--- src/rtl/cvss_pkg.sv ---
// Package for the cell voltage scan statistics unit: word types, register
// indexes, controller states, command/status bundles and sizing constants.
// No dependencies; every other file in rtl/ uses it by scoped names.
package cvss_pkg;

  // Default sizing of the monitor chain
  localparam int MAX_BOARDS         = 5;
  localparam int CHANNELS_PER_BOARD = 12;

  // Fixed register file shape: one mask register per board, one bit per channel
  localparam int MASK_REGS = 5;
  localparam int MASK_BITS = 12;

  // Longest dense cell list
  localparam int MAX_LIST = 60;

  // Field widths
  localparam int BOARD_W   = 3;
  localparam int CHANNEL_W = 4;
  localparam int VOLT_W    = 16;
  localparam int INDEX_W   = 6;
  localparam int TOTAL_W   = 22;
  localparam int CFG_IDX_W = 3;
  localparam int CFG_DAT_W = 12;

  // Raw code that marks a missing reading
  localparam logic [VOLT_W-1:0] NO_READING = 16'hFFFF;

  // Register reset values
  localparam logic [BOARD_W-1:0]   BOARD_COUNT_RST = 3'd5;
  localparam logic [MASK_BITS-1:0] MASK_RST        = 12'hFFF;

  // Configuration register indexes
  typedef enum logic [CFG_IDX_W-1:0] {
    REG_BOARD_COUNT = 3'd0,
    REG_MASK0       = 3'd1,
    REG_MASK1       = 3'd2,
    REG_MASK2       = 3'd3,
    REG_MASK3       = 3'd4,
    REG_MASK4       = 3'd5
  } cfg_reg_t;

  // Input word: one raw reading
  typedef struct packed {
    logic [BOARD_W-1:0]   board;
    logic [CHANNEL_W-1:0] channel;
    logic [VOLT_W-1:0]    reading;
    logic                 packet_error;
    logic                 scan_end;
  } in_word_t;

  // Output word: one listed cell, statistics on the final one
  typedef struct packed {
    logic [INDEX_W-1:0] cell_index;
    logic [VOLT_W-1:0]  cell_voltage;
    logic [TOTAL_W-1:0] pack_total;
    logic [VOLT_W-1:0]  highest_voltage;
    logic [INDEX_W-1:0] highest_index;
    logic [VOLT_W-1:0]  lowest_voltage;
    logic [INDEX_W-1:0] lowest_index;
    logic               final_cell;
  } out_word_t;

  // Controller states
  typedef enum logic [2:0] {
    ST_IDLE,
    ST_COMMIT,
    ST_COMMIT_END,
    ST_LIST_SCAN,
    ST_LIST_LOAD
  } state_t;

  // Controller to datapath
  typedef struct packed {
    logic accept;      // take the input word
    logic clr;         // restart slot walk and list counters
    logic commit_rd;   // read stage at current slot, count listed cell
    logic commit_end;  // drop present bits and error flag, restart walk
    logic step;        // advance to the next slot
    logic rd_held;     // read held voltage at current slot
    logic load;        // load the output register from the held read
  } cmd_t;

  // Datapath to controller
  typedef struct packed {
    logic scan_end;    // scan_end bit of the offered input word
    logic last_slot;   // slot walk is at its last slot
    logic list_done;   // every listed cell has been loaded
    logic cell_en;     // current slot holds an enabled cell
    logic out_free;    // output register can take a word this cycle
  } status_t;

endpackage

--- src/rtl/cell_voltage_scan_statistics_unit.sv ---
// Top level of the cell voltage scan statistics unit: configuration
// registers, controller and datapath. Uses cvss_pkg, cvss_ctrl, cvss_datapath.
//
//   port group | dir | handshake           | word
//   in_        | in  | in_valid / in_stall   | cvss_pkg::in_word_t (one reading)
//   out_       | out | out_valid / out_stall | cvss_pkg::out_word_t (one cell)
//   cfg_       | in  | cfg_we              | cfg_index, cfg_data
//
// A reading without scan_end is only staged. A scan_end word then runs a
// commit sweep (one stage memory read per slot), and a list walk over the
// slots that loads each listed cell into the output register and then
// returns to idle; a stalled output holds the walk.
// Reset is synchronous: present bits, held-entry valid bits and the output
// valid clear at once, so no clearing pass is needed.
module cell_voltage_scan_statistics_unit #(
  parameter int MAX_BOARDS         = cvss_pkg::MAX_BOARDS,
  parameter int CHANNELS_PER_BOARD = cvss_pkg::CHANNELS_PER_BOARD
) (
  input  logic                             clk,
  input  logic                             rst_n,
  input  logic                             in_valid,
  output logic                             in_stall,
  input  cvss_pkg::in_word_t               in_word,
  output logic                             out_valid,
  input  logic                             out_stall,
  output cvss_pkg::out_word_t              out_word,
  input  logic                             cfg_we,
  input  logic [cvss_pkg::CFG_IDX_W-1:0]   cfg_index,
  input  logic [cvss_pkg::CFG_DAT_W-1:0]   cfg_data
);

  logic [cvss_pkg::BOARD_W-1:0]                            board_count_r;
  logic [cvss_pkg::MASK_REGS-1:0][cvss_pkg::MASK_BITS-1:0] mask_r;
  cvss_pkg::cmd_t                                          cmd;
  cvss_pkg::status_t                                       status;

  // Configuration registers; writes past the last index are dropped
  always_ff @(posedge clk) begin
    if (!rst_n) begin
      board_count_r <= cvss_pkg::BOARD_COUNT_RST;
      mask_r        <= {cvss_pkg::MASK_REGS{cvss_pkg::MASK_RST}};
    end else if (cfg_we) begin
      unique case (cvss_pkg::cfg_reg_t'(cfg_index))
        cvss_pkg::REG_BOARD_COUNT: begin
          board_count_r <= cfg_data[cvss_pkg::BOARD_W-1:0];
        end
        cvss_pkg::REG_MASK0, cvss_pkg::REG_MASK1, cvss_pkg::REG_MASK2,
        cvss_pkg::REG_MASK3, cvss_pkg::REG_MASK4: begin
          mask_r[3'(cfg_index - cvss_pkg::CFG_IDX_W'(cvss_pkg::REG_MASK0))] <= cfg_data;
        end
        default: begin
          board_count_r <= board_count_r;
        end
      endcase
    end
  end

  cvss_ctrl u_ctrl (
    .clk      (clk),
    .rst_n    (rst_n),
    .in_valid (in_valid),
    .in_stall (in_stall),
    .status   (status),
    .cmd      (cmd)
  );

  cvss_datapath #(
    .MAX_BOARDS         (MAX_BOARDS),
    .CHANNELS_PER_BOARD (CHANNELS_PER_BOARD)
  ) u_dp (
    .clk         (clk),
    .rst_n       (rst_n),
    .in_word     (in_word),
    .board_count (board_count_r),
    .chan_mask   (mask_r),
    .cmd         (cmd),
    .status      (status),
    .out_valid   (out_valid),
    .out_stall   (out_stall),
    .out_word    (out_word)
  );

endmodule

--- src/rtl/cvss_ctrl.sv ---
// Controller for the cell voltage scan statistics unit: sequences staging,
// the commit sweep and the cell list walk. Uses cvss_pkg.
module cvss_ctrl (
  input  logic              clk,
  input  logic              rst_n,
  input  logic              in_valid,
  output logic              in_stall,
  input  cvss_pkg::status_t status,
  output cvss_pkg::cmd_t    cmd
);

  cvss_pkg::state_t state_r;
  cvss_pkg::state_t state_nxt;

  // State register
  always_ff @(posedge clk) begin
    if (!rst_n) begin
      state_r <= cvss_pkg::ST_IDLE;
    end else begin
      state_r <= state_nxt;
    end
  end

  // Next state
  always_comb begin
    state_nxt = state_r;
    unique case (state_r)
      cvss_pkg::ST_IDLE: begin
        if (in_valid && status.scan_end) begin
          state_nxt = cvss_pkg::ST_COMMIT;
        end
      end
      cvss_pkg::ST_COMMIT: begin
        if (status.last_slot) begin
          state_nxt = cvss_pkg::ST_COMMIT_END;
        end
      end
      cvss_pkg::ST_COMMIT_END: begin
        state_nxt = cvss_pkg::ST_LIST_SCAN;
      end
      cvss_pkg::ST_LIST_SCAN: begin
        if (status.list_done) begin
          state_nxt = cvss_pkg::ST_IDLE;
        end else if (status.cell_en) begin
          state_nxt = cvss_pkg::ST_LIST_LOAD;
        end
      end
      cvss_pkg::ST_LIST_LOAD: begin
        if (status.out_free) begin
          state_nxt = cvss_pkg::ST_LIST_SCAN;
        end
      end
      default: state_nxt = cvss_pkg::ST_IDLE;
    endcase
  end

  // Outputs
  always_comb begin
    cmd      = '0;
    in_stall = 1'b1;
    unique case (state_r)
      cvss_pkg::ST_IDLE: begin
        in_stall   = 1'b0;
        cmd.accept = in_valid;
        cmd.clr    = in_valid && status.scan_end;
      end
      cvss_pkg::ST_COMMIT: begin
        cmd.commit_rd = 1'b1;
        cmd.step      = 1'b1;
      end
      cvss_pkg::ST_COMMIT_END: begin
        cmd.commit_end = 1'b1;
      end
      cvss_pkg::ST_LIST_SCAN: begin
        if (!status.list_done) begin
          cmd.step    = 1'b1;
          cmd.rd_held = status.cell_en;
        end
      end
      cvss_pkg::ST_LIST_LOAD: begin
        cmd.load = status.out_free;
      end
      default: begin
        cmd = '0;
      end
    endcase
  end

endmodule

--- src/rtl/cvss_datapath.sv ---
// Datapath for the cell voltage scan statistics unit: stage and held voltage
// memories, slot walk counters, running statistics, output register.
// Uses cvss_pkg; driven by cvss_ctrl commands.
module cvss_datapath #(
  parameter int MAX_BOARDS         = cvss_pkg::MAX_BOARDS,
  parameter int CHANNELS_PER_BOARD = cvss_pkg::CHANNELS_PER_BOARD
) (
  input  logic                                                 clk,
  input  logic                                                 rst_n,
  input  cvss_pkg::in_word_t                                   in_word,
  input  logic [cvss_pkg::BOARD_W-1:0]                         board_count,
  input  logic [cvss_pkg::MASK_REGS-1:0][cvss_pkg::MASK_BITS-1:0] chan_mask,
  input  cvss_pkg::cmd_t                                       cmd,
  output cvss_pkg::status_t                                    status,
  output logic                                                 out_valid,
  input  logic                                                 out_stall,
  output cvss_pkg::out_word_t                                  out_word
);

  localparam int SLOTS  = MAX_BOARDS * CHANNELS_PER_BOARD;
  localparam int SLOT_W = (SLOTS > 1) ? $clog2(SLOTS) : 1;
  localparam int BW     = (MAX_BOARDS > 1) ? $clog2(MAX_BOARDS) : 1;
  localparam int CW     = (CHANNELS_PER_BOARD > 1) ? $clog2(CHANNELS_PER_BOARD) : 1;

  localparam logic [3:0]        NB_LIM    = 4'(MAX_BOARDS);
  localparam logic [4:0]        NC_LIM    = 5'(CHANNELS_PER_BOARD);
  localparam logic [SLOT_W-1:0] SLOT_LAST = SLOT_W'(SLOTS - 1);
  localparam logic [CW-1:0]     CH_LAST   = CW'(CHANNELS_PER_BOARD - 1);
  localparam logic [cvss_pkg::INDEX_W-1:0] LIST_MAX = cvss_pkg::INDEX_W'(cvss_pkg::MAX_LIST);

  // Memories and per-entry flags
  logic [cvss_pkg::VOLT_W-1:0] stage_mem [SLOTS];
  logic [cvss_pkg::VOLT_W-1:0] held_mem  [SLOTS];
  logic [SLOTS-1:0]            pres_r;
  logic [SLOTS-1:0]            hvld_r;
  logic                        err_r;

  // Slot walk
  logic [SLOT_W-1:0] slot_r;
  logic [BW-1:0]     brd_r;
  logic [CW-1:0]     chn_r;

  // Commit pipe
  logic [cvss_pkg::VOLT_W-1:0] st_q_r;
  logic                        cm_wr_r;
  logic [SLOT_W-1:0]           cm_slot_r;

  // Held read
  logic [cvss_pkg::VOLT_W-1:0] hd_q_r;
  logic                        hd_vld_r;

  // List and statistics
  logic [cvss_pkg::INDEX_W-1:0] len_r;
  logic [cvss_pkg::INDEX_W-1:0] n_r;
  logic [cvss_pkg::TOTAL_W-1:0] tot_r;
  logic [cvss_pkg::VOLT_W-1:0]  hi_r;
  logic [cvss_pkg::VOLT_W-1:0]  lo_r;
  logic [cvss_pkg::INDEX_W-1:0] hi_idx_r;
  logic [cvss_pkg::INDEX_W-1:0] lo_idx_r;

  // Output register
  logic                out_valid_r;
  cvss_pkg::out_word_t out_word_r;
  cvss_pkg::out_word_t out_word_nxt;

  logic                         in_ok;
  logic [SLOT_W-1:0]            in_slot;
  logic                         cell_en;
  logic                         brd_listed;
  logic [cvss_pkg::VOLT_W-1:0]  cur_v;
  logic                         first_cell;
  logic                         last_cell;
  logic [cvss_pkg::TOTAL_W-1:0] tot_nxt;
  logic [cvss_pkg::VOLT_W-1:0]  hi_nxt;
  logic [cvss_pkg::VOLT_W-1:0]  lo_nxt;
  logic [cvss_pkg::INDEX_W-1:0] hi_idx_nxt;
  logic [cvss_pkg::INDEX_W-1:0] lo_idx_nxt;
  logic                         out_free;

  // Decode the input word's slot; out-of-range readings are dropped
  always_comb begin
    in_ok   = ({1'b0, in_word.board} < NB_LIM) && ({1'b0, in_word.channel} < NC_LIM);
    in_slot = SLOT_W'(int'(in_word.board) * CHANNELS_PER_BOARD + int'(in_word.channel));
  end

  // Channel enable at the current slot; channels without a mask bit are enabled
  always_comb begin
    if ((int'(brd_r) < cvss_pkg::MASK_REGS) && (int'(chn_r) < cvss_pkg::MASK_BITS)) begin
      cell_en = chan_mask[3'(brd_r)][4'(chn_r)];
    end else begin
      cell_en = 1'b1;
    end
    brd_listed = 3'(brd_r) < board_count;
  end

  // Stage memory, present bits and scan error flag
  always_ff @(posedge clk) begin
    if (cmd.accept && in_ok) begin
      stage_mem[in_slot] <= in_word.reading;
    end
    if (cmd.commit_rd) begin
      st_q_r <= stage_mem[slot_r];
    end
    cm_slot_r <= slot_r;
  end

  always_ff @(posedge clk) begin
    if (!rst_n) begin
      pres_r  <= '0;
      err_r   <= 1'b0;
      cm_wr_r <= 1'b0;
    end else begin
      if (cmd.commit_end) begin
        pres_r <= '0;
        err_r  <= 1'b0;
      end else if (cmd.accept) begin
        if (in_ok) begin
          pres_r[in_slot] <= 1'b1;
        end
        if (in_word.packet_error) begin
          err_r <= 1'b1;
        end
      end
      cm_wr_r <= cmd.commit_rd && pres_r[slot_r] && !err_r;
    end
  end

  // Held voltage memory: commit write, list read
  always_ff @(posedge clk) begin
    if (cm_wr_r && (st_q_r != cvss_pkg::NO_READING)) begin
      held_mem[cm_slot_r] <= st_q_r;
    end
    if (cmd.rd_held) begin
      hd_q_r <= held_mem[slot_r];
    end
  end

  // Held entries never written read as zero
  always_ff @(posedge clk) begin
    if (!rst_n) begin
      hvld_r   <= '0;
      hd_vld_r <= 1'b0;
    end else begin
      if (cm_wr_r && (st_q_r != cvss_pkg::NO_READING)) begin
        hvld_r[cm_slot_r] <= 1'b1;
      end
      if (cmd.rd_held) begin
        hd_vld_r <= hvld_r[slot_r];
      end
    end
  end

  // Slot walk counters and list length
  always_ff @(posedge clk) begin
    if (!rst_n) begin
      slot_r <= '0;
      brd_r  <= '0;
      chn_r  <= '0;
      len_r  <= '0;
      n_r    <= '0;
    end else begin
      if (cmd.clr || cmd.commit_end) begin
        slot_r <= '0;
        brd_r  <= '0;
        chn_r  <= '0;
      end else if (cmd.step) begin
        if (slot_r == SLOT_LAST) begin
          slot_r <= '0;
          brd_r  <= '0;
          chn_r  <= '0;
        end else begin
          slot_r <= slot_r + 1'b1;
          if (chn_r == CH_LAST) begin
            chn_r <= '0;
            brd_r <= brd_r + 1'b1;
          end else begin
            chn_r <= chn_r + 1'b1;
          end
        end
      end
      // Count listed cells during the commit sweep
      if (cmd.clr) begin
        len_r <= '0;
      end else if (cmd.commit_rd && cell_en && brd_listed && (len_r != LIST_MAX)) begin
        len_r <= len_r + 1'b1;
      end
      if (cmd.clr || cmd.commit_end) begin
        n_r <= '0;
      end else if (cmd.load) begin
        n_r <= n_r + 1'b1;
      end
    end
  end

  // Running statistics for the cell being loaded
  always_comb begin
    cur_v      = hd_vld_r ? hd_q_r : '0;
    first_cell = (n_r == '0);
    last_cell  = ({1'b0, n_r} + 7'd1) == {1'b0, len_r};
    tot_nxt    = first_cell ? cvss_pkg::TOTAL_W'(cur_v) : tot_r + cvss_pkg::TOTAL_W'(cur_v);
    hi_nxt     = hi_r;
    hi_idx_nxt = hi_idx_r;
    lo_nxt     = lo_r;
    lo_idx_nxt = lo_idx_r;
    if (first_cell || (cur_v > hi_r)) begin
      hi_nxt     = cur_v;
      hi_idx_nxt = n_r;
    end
    if (first_cell || (cur_v < lo_r)) begin
      lo_nxt     = cur_v;
      lo_idx_nxt = n_r;
    end
  end

  always_ff @(posedge clk) begin
    if (cmd.load) begin
      tot_r    <= tot_nxt;
      hi_r     <= hi_nxt;
      lo_r     <= lo_nxt;
      hi_idx_r <= hi_idx_nxt;
      lo_idx_r <= lo_idx_nxt;
    end
  end

  // Output register: hold while stalled, load when free
  assign out_free = !out_valid_r || !out_stall;

  always_ff @(posedge clk) begin
    if (!rst_n) begin
      out_valid_r <= 1'b0;
    end else if (cmd.load) begin
      out_valid_r <= 1'b1;
    end else if (!out_stall) begin
      out_valid_r <= 1'b0;
    end
  end

  // Build the next word; statistics ride on the last listed cell only
  always_comb begin
    out_word_nxt              = '0;
    out_word_nxt.cell_index   = n_r;
    out_word_nxt.cell_voltage = cur_v;
    if (last_cell) begin
      out_word_nxt.pack_total      = tot_nxt;
      out_word_nxt.highest_voltage = hi_nxt;
      out_word_nxt.highest_index   = hi_idx_nxt;
      out_word_nxt.lowest_voltage  = lo_nxt;
      out_word_nxt.lowest_index    = lo_idx_nxt;
      out_word_nxt.final_cell      = 1'b1;
    end
  end

  always_ff @(posedge clk) begin
    if (cmd.load) begin
      out_word_r <= out_word_nxt;
    end
  end

  assign out_valid = out_valid_r;
  assign out_word  = out_word_r;

  // Status to the controller
  always_comb begin
    status.scan_end  = in_word.scan_end;
    status.last_slot = (slot_r == SLOT_LAST);
    status.list_done = (n_r == len_r);
    status.cell_en   = cell_en;
    status.out_free  = out_free;
  end

endmodule

--- config.mk ---
export PLATFORM = sky130hd
export DESIGN_NAME = cell_voltage_scan_statistics_unit
export DESIGN_NICKNAME = d
export VERILOG_FILES = /design/src/rtl/cvss_pkg.sv /design/src/rtl/cell_voltage_scan_statistics_unit.sv /design/src/rtl/cvss_ctrl.sv /design/src/rtl/cvss_datapath.sv
export SDC_FILE = /design/constraint.sdc
export NUM_CORES = 2
export LEC_CHECK = 0
export BUFFER_PORTS_ARGS = -buffer_cell sky130_fd_sc_hd__buf_2
export CAP_MARGIN = 20
export CORE_ASPECT_RATIO = 0.8
export CORE_MARGIN = 2
export CORE_UTILIZATION = 57
export CTS_BUF_LIST = sky130_fd_sc_hd__clkbuf_8 sky130_fd_sc_hd__clkbuf_16
export DETAILED_ROUTE_END_ITERATION = 10
export HOLD_SLACK_MARGIN = 0.08
export PLACE_DENSITY = 0.76
export SYNTH_ARGS = -nofsm -noshare
export SYNTH_HDL_FRONTEND = slang
export SYNTH_SLANG_ARGS = --single-unit
--- constraint.sdc ---
create_clock -name clk -period 9.8 [get_ports clk]
set_input_delay 0.49 -clock clk [delete_from_list [all_inputs] [get_ports clk]]
set_output_delay 0.49 -clock clk [all_outputs]
set_load 0.1 [all_outputs]
## Word level (Yosys, flattened, before mapping)

Memories as Yosys holds them, arrays and structs flattened. A register that Yosys moved wholly into a read port is not among the register bits.
Index checks and enable logic that the tools add are counted.

- Bits in registers: 376
- Memory bits (writable): 1920
- Bits of input ports: 45
- Output and inout port bits: 91
- Memories kept: 2

- $add $sub $neg: 9
- Multipliers: 1
- $lt $le $gt $ge: 16
- Equality and inequality tests: 20
- Muxes and demuxes: 48
- Bitwise operators: 3
- Reduce and logical (&&, ||, !) cells: 34

Memories:

| name | depth | bits a word | read ports | clocked after memory_dff | wr ports | line | source |
|---|---|---|---|---|---|---|---|
| u_dp.held_mem | 60 | 16 | 1 | 1 | 1 | cvss_datapath.sv:33 | `logic [cvss_pkg::VOLT_W-1:0] held_mem [SLOTS];` |
| u_dp.stage_mem | 60 | 16 | 1 | 1 | 1 | cvss_datapath.sv:32 | `logic [cvss_pkg::VOLT_W-1:0] stage_mem [SLOTS];` |

Operators with widths:

| kind | number |
|---|---|
| $or 60x60->60 | 2 |
| $bwmux 60 | 1 |
| $mux 16 | 3 |
| $bmux 12 s3 | 1 |
| $demux 12 s3 | 1 |
| $mux 12 | 2 |
| $add 22x16->22 | 1 |
| $mux 22 | 1 |
| $lt 6x7->1 const B | 3 |
| $mux 3 | 7 |
| $add 6x1->6 const B | 3 |
| $mux 1 | 18 |
| $mux 6 | 3 |
| $gt 16x16->1 | 1 |
| $lt 16x16->1 | 1 |
| $ne 16x16->1 const B | 1 |
| $pmux 3 s5 | 1 |
| $logic_and 1x1->1 | 13 |
| $bmux 1 s6 | 2 |
| $demux 1 s6 | 2 |
| $eq 3x2->1 const B | 4 |
| $ge 6x1->1 const B | 2 |
| $reduce_and 2->1 | 5 |
| $eq 3x3->1 const B | 3 |
| other kinds (34) | 50 |

## Longest topological paths before layout

- Word-level depth: 8
- Gate-level depth with buffers: 17
- Depth with buffers taken out: 13

## By module

A second synthesis with hierarchy kept.

- Cell total of the unflattened synthesis: 4692
- Area, all modules: 92249.7 µm²

By module, submodules not included:

| module | instances | cells each | area an instance (µm²) | sequential area each (µm²) |
|---|---|---|---|---|
| cvss_datapath | 1 | 4350 | 89346.9 | 66373.7 |
| cell_voltage_scan_statistics_unit | 1 | 312 | 2671.3 | 1261.2 |
| cvss_ctrl | 1 | 30 | 231.5 | 60.1 |

## Worst setup path after synthesis

No wires, ideal clock.

- Path type: register to register
- From: reg u_dp.out_valid_r (netlist: u_dp.out_valid)
- To: reg u_dp.n_r[4] (netlist bit)
- Arrival time: 9472 ps
- Path slack: 201 ps
- Stages on the path, launching flop included: 5
- Path buffers: 0
- Period minus slack after synthesis: 9599 ps
- Cell sequence: dfxtp_1 a21oi_1 nand4_1 xnor2_1 nor2_1

RTL lines:

| element | line | source |
|---|---|---|
| start: declaration | cvss_datapath.sv:62 | `logic out_valid_r;` |
| start signal: assignment | cvss_datapath.sv:230 | `out_valid_r <= 1'b0;` |
| start signal: assignment | cvss_datapath.sv:232 | `out_valid_r <= 1'b1;` |
| start signal: assignment | cvss_datapath.sv:234 | `out_valid_r <= 1'b0;` |
| end signal: assignment | cvss_datapath.sv:190 | `n_r <= n_r + 1'b1;` |
| end: declaration | cvss_datapath.sv:54 | `logic [cvss_pkg::INDEX_W-1:0] n_r;` |

==> results.toml <==
[run_status]
status = "finished clean"

[timing]
clock.fmax_mhz = 218
finalHoldViolCount = 0
slew_headroom = 0.221
whs_ns = 0.112
period_share = 0.467
setup-tns-final_ns = 0
setup_viol = 0
fin_skew_ns = 0.0740
worst_slew_pin_slew_ns = 1.17
drv_slew = 0
min_period_ns = 4.58
rsz0062_at_grt = "no"

[yosys]
synth_area_per_cell_um2 = 20.1
seq_area_frac_synth = 0.739
ys_ff_latch = 2328
yosysUniqueCellTypes = 82
synth_top_cell_by_area = "edfxtp_1"
synth_warnings = 0
synth_top_cells_by_area = "edfxtp_1 (69%), mux4_2 (16%), dfxtp_1 (4.8%)"
synth_top_cell_area_share = 0.691
syn_nets = 4660
syn_inst = 4566
netlist_area_mm2 = 0.0916
ys_async_sr_fraction = 0
synth_ff_type = "edfxtp_1"
synth_edf_count = 2107

[finish]
nNetsFinal = 4959
fin_cells = 7180
syn2layout_area_growth_pct = 12.4
final_area_mm2 = 0.103
drive_above_1_share = 0.286

[clock_tree]
cts_tree = "yes"
clk_pin_slew_ns = 0.07
cts-root-buf = "clkbuf_16"
cts_inserted_buffers = 208
clk_latency_ns = 0.86
htree_levels = 4
post_cts_resized = 0
cts_sinks = 2328
cts_max_path_buffers = 3

[place]
dp_hpwl_um = 124000
dp.cells = 6745
io_buffers = 135
dpl_cell_area_mm2 = 0.0956
gp_congestion = 0.816

[routing]
remaining_drc_errors = 0
vias_per_cell = 6.61
wirelength_um = 225000
drtIter0Drc = 7293
dr.pass1.iters = 5
num_vias = 47500
ant_nets = 0
wire_per_inst_um = 31.4

[power]
finalPower_w = 0.0198
peakVddDrop_mv = 0.183
cellPowerDensity_mw_per_mm2 = 192
leakagePower_nw = 32.6

[grt]
overflow = 0
antenna_found_initial = 17
grt_max_degree = 162
grt_pass1_wl_um = 324000
grt_pass1_vias = 46500
grt_usage = 0.276

[setup_path]
cp_num_buf_inv = 2
worstPathRequired_ns = 10.40
crit_type = "flop to flop"
crit_path_start_kind = "flop"
crit_family = "multiplexers"
crit_slowest_cell = "dfxtp_4"
cp_common_cell = "mux4_2"
critPathMaxStageDelay_ns = 0.88
cp.arrival_ns = 5.17
path_cells = "buf_12 -> buf_4 -> mux4_2 -> mux4_2 -> mux2i_1 -> nor2_1 -> a311o_1"
crit_path_end_kind = "flop"
path_max_fanout = 91

[job]
cap_violations = 0

[hold_path]
hold_path_class = "input port to flop"

[floorplanning]
coreArea_mm2 = 0.159
fp.dieArea_mm2 = 0.164
die_x_um = 452
rows = 131
io_pins = 136
dieHeight_um = 363
initial_core_util = 0.574
[state kept, by name, indices dropped and copies added, names as in the netlist, 16 cells and up]
| signal | count |
|---|---|
| mask_r | 60 |
| u_dp.hd_q_r | 16 |
| u_dp.held_mem | 960 |
| u_dp.hi_r | 16 |
| u_dp.hvld_r | 60 |
| u_dp.lo_r | 16 |
| u_dp.out_word | 89 |
| u_dp.pres_r | 60 |
| u_dp.st_q_r | 16 |
| u_dp.stage_mem | 960 |
| u_dp.tot_r | 22 |
[cell usage after synthesis (8+ instances only)]
cell type	instances
a21oi_1	37
a311o_1	24
and2_1	65
and3_1	10
buf_2	62
buf_4	18
clkbuf_1	160
dfxtp_1	221
edfxtp_1	2107
ha_1	47
inv_1	66
mux2_2	30
mux2i_1	91
mux4_2	635
nand2_1	222
nand2b_1	16
nand3_1	74
nand4_1	19
nor2_1	211
nor2b_1	14
nor3_1	18
o21a_1	124
o21ai_0	71
or3_1	8
xnor2_1	40
xor2_1	24
[cells in the final DEF, fill, tap and decap left out, types with 8 or more instances in the layout]
| master | instances |
|---|---|
| nand4_1 | 19 |
| nand2b_1 | 16 |
| edfxtp_1 | 2107 |
| inv_1 | 116 |
| or3_1 | 8 |
| buf_2 | 134 |
| bufinv_16 | 21 |
| clkbuf_8 | 9 |
| nand3_1 | 74 |
| o21a_1 | 124 |
| and2_1 | 65 |
| clkinv_2 | 44 |
| ha_1 | 47 |
| a311o_1 | 24 |
| mux2i_1 | 91 |
| buf_12 | 16 |
| clkinvlp_4 | 10 |
| nor2_2 | 104 |
| nor3_1 | 13 |
| nor2_1 | 101 |
| dfxtp_1 | 216 |
| mux2_2 | 30 |
| mux4_2 | 635 |
| o21ai_0 | 71 |
| nand2_1 | 222 |
| buf_4 | 159 |
| and3_1 | 10 |
| xor2_1 | 24 |
| xnor2_1 | 40 |
| nor2b_1 | 12 |
| clkbuf_16 | 211 |
| a21oi_1 | 36 |
| clkinv_1 | 36 |
| dlygate4sd3_1 | 24 |
[worst paths after layout]
path         slack [ns]  depth (start not counted)                          endpoint                         start
max                5.22                          7          u_dp.st_q_r[8]$_DFFE_PP_   u_dp.slot_r[0]$_SDFFE_PP0P_
min                0.11                          1  u_dp.stage_mem[45][15]$_DFFE_PP_                   in_word[17]
max reg2reg        5.22                          7          u_dp.st_q_r[8]$_DFFE_PP_   u_dp.slot_r[0]$_SDFFE_PP0P_
min reg2reg        0.46                          1      u_dp.hvld_r[22]$_SDFFE_PN0P_  u_dp.hvld_r[22]$_SDFFE_PN0P_
[logic make-up (layout without fill, tap and decap cells)]
group / after synthesis / in the layout / share of synthesized area
AND/OR/NAND/NOR: 692 / 692 / 0.0349
buffers and inverters: 322 / 803 / 0.0153
other: 0 / 5 / 0
adder cells (fa/ha/maj): 51 / 51 / 0.00709
AO/OA/AOI/OAI: 347 / 347 / 0.0271
flip-flops: 2328 / 2328 / 0.739
multiplexers: 762 / 762 / 0.170
XOR/XNOR: 64 / 64 / 0.00612
[report_power, final]
part           leakage [nW]  internal (W)  switching [W]
clock                  3.56       0.00455        0.00365
combinational          8.47      0.000296       0.000436
sequential             20.6        0.0108      0.0000242
[layout make-up]
cell class	count	area, µm²
multi-input cells	1916	22900
diodes	5	12.5
repair buffers	341	2560
well taps	2128	2660
inverters	70	264
clock inverters	172	1490
fillers	10100	56500
clock buffers	220	5400
flip-flops and latches	2328	67700
[routing by layer]
layer | vias up | GRT usage | wire, µm
met1 | 24700 | 0.406 | 85500
met5 | - | 0 | 94
met2 | 3183 | 0.414 | 105000
met3 | 383 | 0.0735 | 29100
met4 | 14 | 0.0725 | 5580
li1 | 19200 | - | -
[through the flow]
step	util	worst slack (ns)
finish	0.646	5.22
global placement	0.599	5.20
CTS	0.644	5.14
floorplan	-	0.201
global route	0.646	4.90
detailed placement	0.599	5.17
[timing repair]
item	4_1_cts	5_1_grt
hold buffers	15	9
setup buffers	0	0
hold endpoints to repair	65	106
Note: power is estimated with default switching activity, not from simulation.
